**src/rtl/avgp_pkg.sv**
```systemverilog
package avgp_pkg;

  localparam int SAMPLE_W    = 16;
  localparam int IDX_W       = 10;
  localparam int MAX_RESULTS = 16;
  localparam int OUT_DIM_MAX = 1024;

  // register indexes, byte address is 4 times the index
  localparam logic [2:0] REG_IN_HEIGHT   = 3'd0;
  localparam logic [2:0] REG_IN_WIDTH    = 3'd1;
  localparam logic [2:0] REG_OUT_HEIGHT  = 3'd2;
  localparam logic [2:0] REG_OUT_WIDTH   = 3'd3;
  localparam logic [2:0] REG_WINDOW_SIZE = 3'd4;
  localparam logic [2:0] REG_STEP        = 3'd5;
  localparam logic [2:0] REG_PAD         = 3'd6;

  typedef logic signed [SAMPLE_W-1:0] sample_t;

  typedef struct packed {
    logic busy;
    logic done;
  } div_status_t;

endpackage

```
**src/rtl/avgp_div.sv**
```systemverilog
module avgp_div #(
  parameter int NUM_W = 23,
  parameter int DEN_W = 7
) (
  input  logic                  clk,
  input  logic                  rst,
  input  logic                  start,
  input  logic                  neg,
  input  logic [NUM_W-1:0]      num,
  input  logic [DEN_W-1:0]      den,
  output avgp_pkg::div_status_t status,
  output avgp_pkg::sample_t     quot
);

  localparam int CW = $clog2(NUM_W + 1);

  logic [NUM_W-1:0] work;
  logic [DEN_W-1:0] rem;
  logic [DEN_W-1:0] den_q;
  logic             neg_q;
  logic [CW-1:0]    steps;
  logic             busy;
  logic             done;
  logic [DEN_W:0]   trial;
  logic             take;
  logic [avgp_pkg::SAMPLE_W-1:0] low;

  // restoring division, one quotient bit per cycle
  assign trial = {rem, work[NUM_W-1]};
  assign take  = trial >= {1'b0, den_q};
  assign low   = work[avgp_pkg::SAMPLE_W-1:0];

  always_ff @(posedge clk) begin
    if (rst) begin
      busy  <= 1'b0;
      done  <= 1'b0;
      steps <= '0;
    end else begin
      done <= busy && !start && (steps == CW'(1));
      if (start) begin
        busy  <= 1'b1;
        steps <= CW'(NUM_W);
      end else if (busy) begin
        steps <= steps - 1'b1;
        if (steps == CW'(1)) begin
          busy <= 1'b0;
        end
      end
    end
  end

  always_ff @(posedge clk) begin
    if (start) begin
      work  <= num;
      rem   <= '0;
      den_q <= den;
      neg_q <= neg;
    end else if (busy) begin
      rem  <= take ? DEN_W'(trial - {1'b0, den_q}) : DEN_W'(trial);
      work <= {work[NUM_W-2:0], take};
    end
  end

  assign status = '{busy: busy, done: done};
  assign quot   = neg_q ? avgp_pkg::sample_t'(~low + 1'b1) : avgp_pkg::sample_t'(low);

endmodule

```
**config.mk**
```make
export PLATFORM = sky130hd
export DESIGN_NAME = avgp_div
export DESIGN_NICKNAME = d
export VERILOG_FILES = /design/src/rtl/avgp_pkg.sv /design/src/rtl/avgp_div.sv
export SDC_FILE = /design/constraint.sdc
export NUM_CORES = 1
export LEC_CHECK = 0
export BUFFER_PORTS_ARGS = -buffer_cell sky130_fd_sc_hd__buf_2
export CAP_MARGIN = 20
export CORE_MARGIN = 2
export CORE_UTILIZATION = 49
export CTS_CLUSTER_SIZE = 24
export DETAILED_ROUTE_END_ITERATION = 8
export GPL_TIMING_DRIVEN = 1
export PLACE_DENSITY_LB_ADDON = 0.1
export SYNTH_ARGS = -nofsm -noshare
export SYNTH_HDL_FRONTEND = slang
export SYNTH_SLANG_ARGS = --single-unit
```
**constraint.sdc**
```tcl
create_clock -name clk -period 2.5 [get_ports clk]
set_clock_uncertainty 0.15 [all_clocks]
set_input_delay 0.5 -clock clk [delete_from_list [all_inputs] [get_ports clk]]
set_output_delay 0.5 -clock clk [all_outputs]
set_load 0.01 [all_outputs]
```
==> out/metrics.cfg <==
[synth]
synth_nets=277
synth_area_leaders=edfxtp_1 37%, dfxtp_1 11%, mux2_2 9.8%, xnor2_1 5.5%, ha_1 4.9%
yosys-top-cells-count=31 x edfxtp_1, 22 x mux2_2, 19 x nand2_1
synth_most_common_cell=edfxtp_1
ys_seq_elements=45
synth-edff-count=31
synthDistinctLibCells=48
synth.avg_cell_area_sq_um=10.9
synth_area_sq_um=2540
synth_cells=232
ys_seq_area_frac=0.477
synth_largest_area_cell=edfxtp_1
synth_warnings=0
synth_top_area_share=0.367
synth_ff_type=edfxtp_1
async_flop_share=0

[timing]
maxSlewHeadroom=0.603
maxSlewViolCount=0
fin_crit_sh=1.18
period_minus_slack_ps=2950
fmax_mhz=339
rsz0062_at_grt=true
tightest_slew_ps=594
hold_viol=0
fin_setup_tns_ps=-3080
setup_viol=10
setup_slack_ps=-453

[cts]
htree_num_levels=2
cts_buffers=5
cts_hold_buf=0
clock_latency_ps=290
cts.sinks=45
cts_tree=yes
clk_pin_slew_worst_paths_ps=90
ctsRootBufferMaster=clkbuf_8
clock_path_buffers=2

[setup_path]
required_ps=1850
slowest_stage=edfxtp_1
cp_max_fo=3
crit_chain=inv_2 > ha_4 > nand2b_4 > or4_4 > or3_4 > o31ai_4 > xnor2_1 > buf_2
worstPathArrival_ps=2300
worstSetupStartpointType=register
crit_type=reg -> out
max_stage_delay_ps=420
critPathBufInv=2
critPathCaptureType=primary output
critPathTopFamily=simple AND/OR/NAND/NOR gates

[outcome]
status=finished, violations left
violations=negative setup slack

[layout]
final_nets=355
syn2layout_area_growth_pct=32.6
n_fill_cell=393
multiInputGateArea_sq_um=1360
fin_area_sq_um=3370
layout.area.seq_sq_um=1210
fin_util=0.668
drive_above_1_share=0.453
final_cells=381
antenna_cells=0

[detailed_routing]
drt-pass1-iter-count=4
vias=1966
ant_nets=0
wl_per_cell_um=14.1
postRouteWirelength_um=5390
avgViaCountPerCell=5.16
drc=0
drt_iter0_markers=72

[floorplanning]
fp.coreArea_sq_um=5040
fp-row-count=26
ios=52
dieArea_sq_um=5780
die_h_um=76.0
dieWidth_um=76.0
initial_core_util=0.504

[global_route]
grt_max_degree=24
grt_pass1_vias=1949
gr-total-overflow=0
antenna_found_initial=0
track_usage=0.188
grt_pass1_wl_um=8880

[min_path]
min_path_type=in -> reg

[place]
globalplace.congestion=0.790
io_buffers=51
place_area_sq_um=2980
dp_cells=363
hpwl_um=3780

[power_and_ir_drop]
power_mw=1.93
ir_drop_mv=0.312
power.density_nw_per_um2=572
leakage_nw=1.39

[flow_run]
maxCapViolCount=0

[worst reg2reg max path, stage by stage (launching register included)]
cell	delay, ps
edfxtp_1	360
inv_1	50
ha_1	210
fa_1	380
nor2b_1	230
o22ai_1	150
a31oi_1	200
buf_4	190
nor3_1	60
a221o_1	250
[path summary, 6_finish.rpt]
path | to | cells past startpoint | slack [ps] | from
setup / recovery | quot[12] | 8 | -450 | work[0]$_DFFE_PP_
hold / removal | den_q[0]$_DFFE_PP_ | 1 | 220 | den[0]
setup reg to reg | rem[2]$_SDFFE_PP0P_ | 9 | 160 | work[22]$_DFFE_PP_
hold reg to reg | rem[6]$_SDFFE_PP0P_ | 2 | 340 | rem[6]$_SDFFE_PP0P_
[logic make-up after synthesis]
kind of cell / share of synthesized area
simple gates: 0.137
flops: 0.477
compound gates: 0.113
buf+inv: 0.0493
mux: 0.101
xor+xnor: 0.0655
fa+ha+maj: 0.0571
[metrics by stage]
stage / worst slack, ps / hold WS [ps]
after detailed placement: -167 / 318
after CTS: -466 / 208
after global placement: -126 / 320
after floorplan: 14.8 / 285
after global routing: -547 / 201
final: -453 / 223
[layout by cell type (no fill, tap or decap), types with 5 or more instances in the layout]
master and instances:
edfxtp_1 31, dfxtp_1 14, o31ai_4 5, inv_1 14
buf_2 51, o21ai_0 8, nor2_1 14, nor3_1 5
clkbuf_8 5, nand2_1 16, o211ai_1 5, mux2_2 22
a21oi_1 6, xnor2_1 12, buf_4 27, ha_1 9
[state kept, by name (all words and copies together) (netlist names)]
signal and flops:
work 23, neg_q 1, done 1, den_q 7, rem 7, busy 1, steps 5
[what timing repair did]
action / 4_1_cts / 5_1_grt
endpoints found under the setup margin: 11 / 13
gates resized for setup: 17 / 15
pin swaps: 12 / 11
setup buffers: 3 / 8
[routing by layer]
layer,up-vias,wire length (um),track usage
li1,991,-,-
met1,935,2600,0.249
met2,38,2520,0.308
met3,2,236,0.0486
met4,0,27,0.0527
met5,-,0,0
[layout make-up]
class / instances / area share
inverter: 16 / 0.0178
sequential: 45 / 0.360
tap: 70 / 0.0260
clock inverter: 2 / 0.00594
clock buffer: 6 / 0.0279
multi-input combinational: 159 / 0.405
timing repair buffer: 83 / 0.158
[power by group]
| group | total (mW) | switching, mW | internal [mW] |
|---|---|---|---|
| Sequential | 0.914 | 0.0436 | 0.871 |
| Clock | 0.525 | 0.259 | 0.266 |
| Combinational | 0.488 | 0.235 | 0.253 |
No activity file was read; power rests on OpenSTA's default activity.
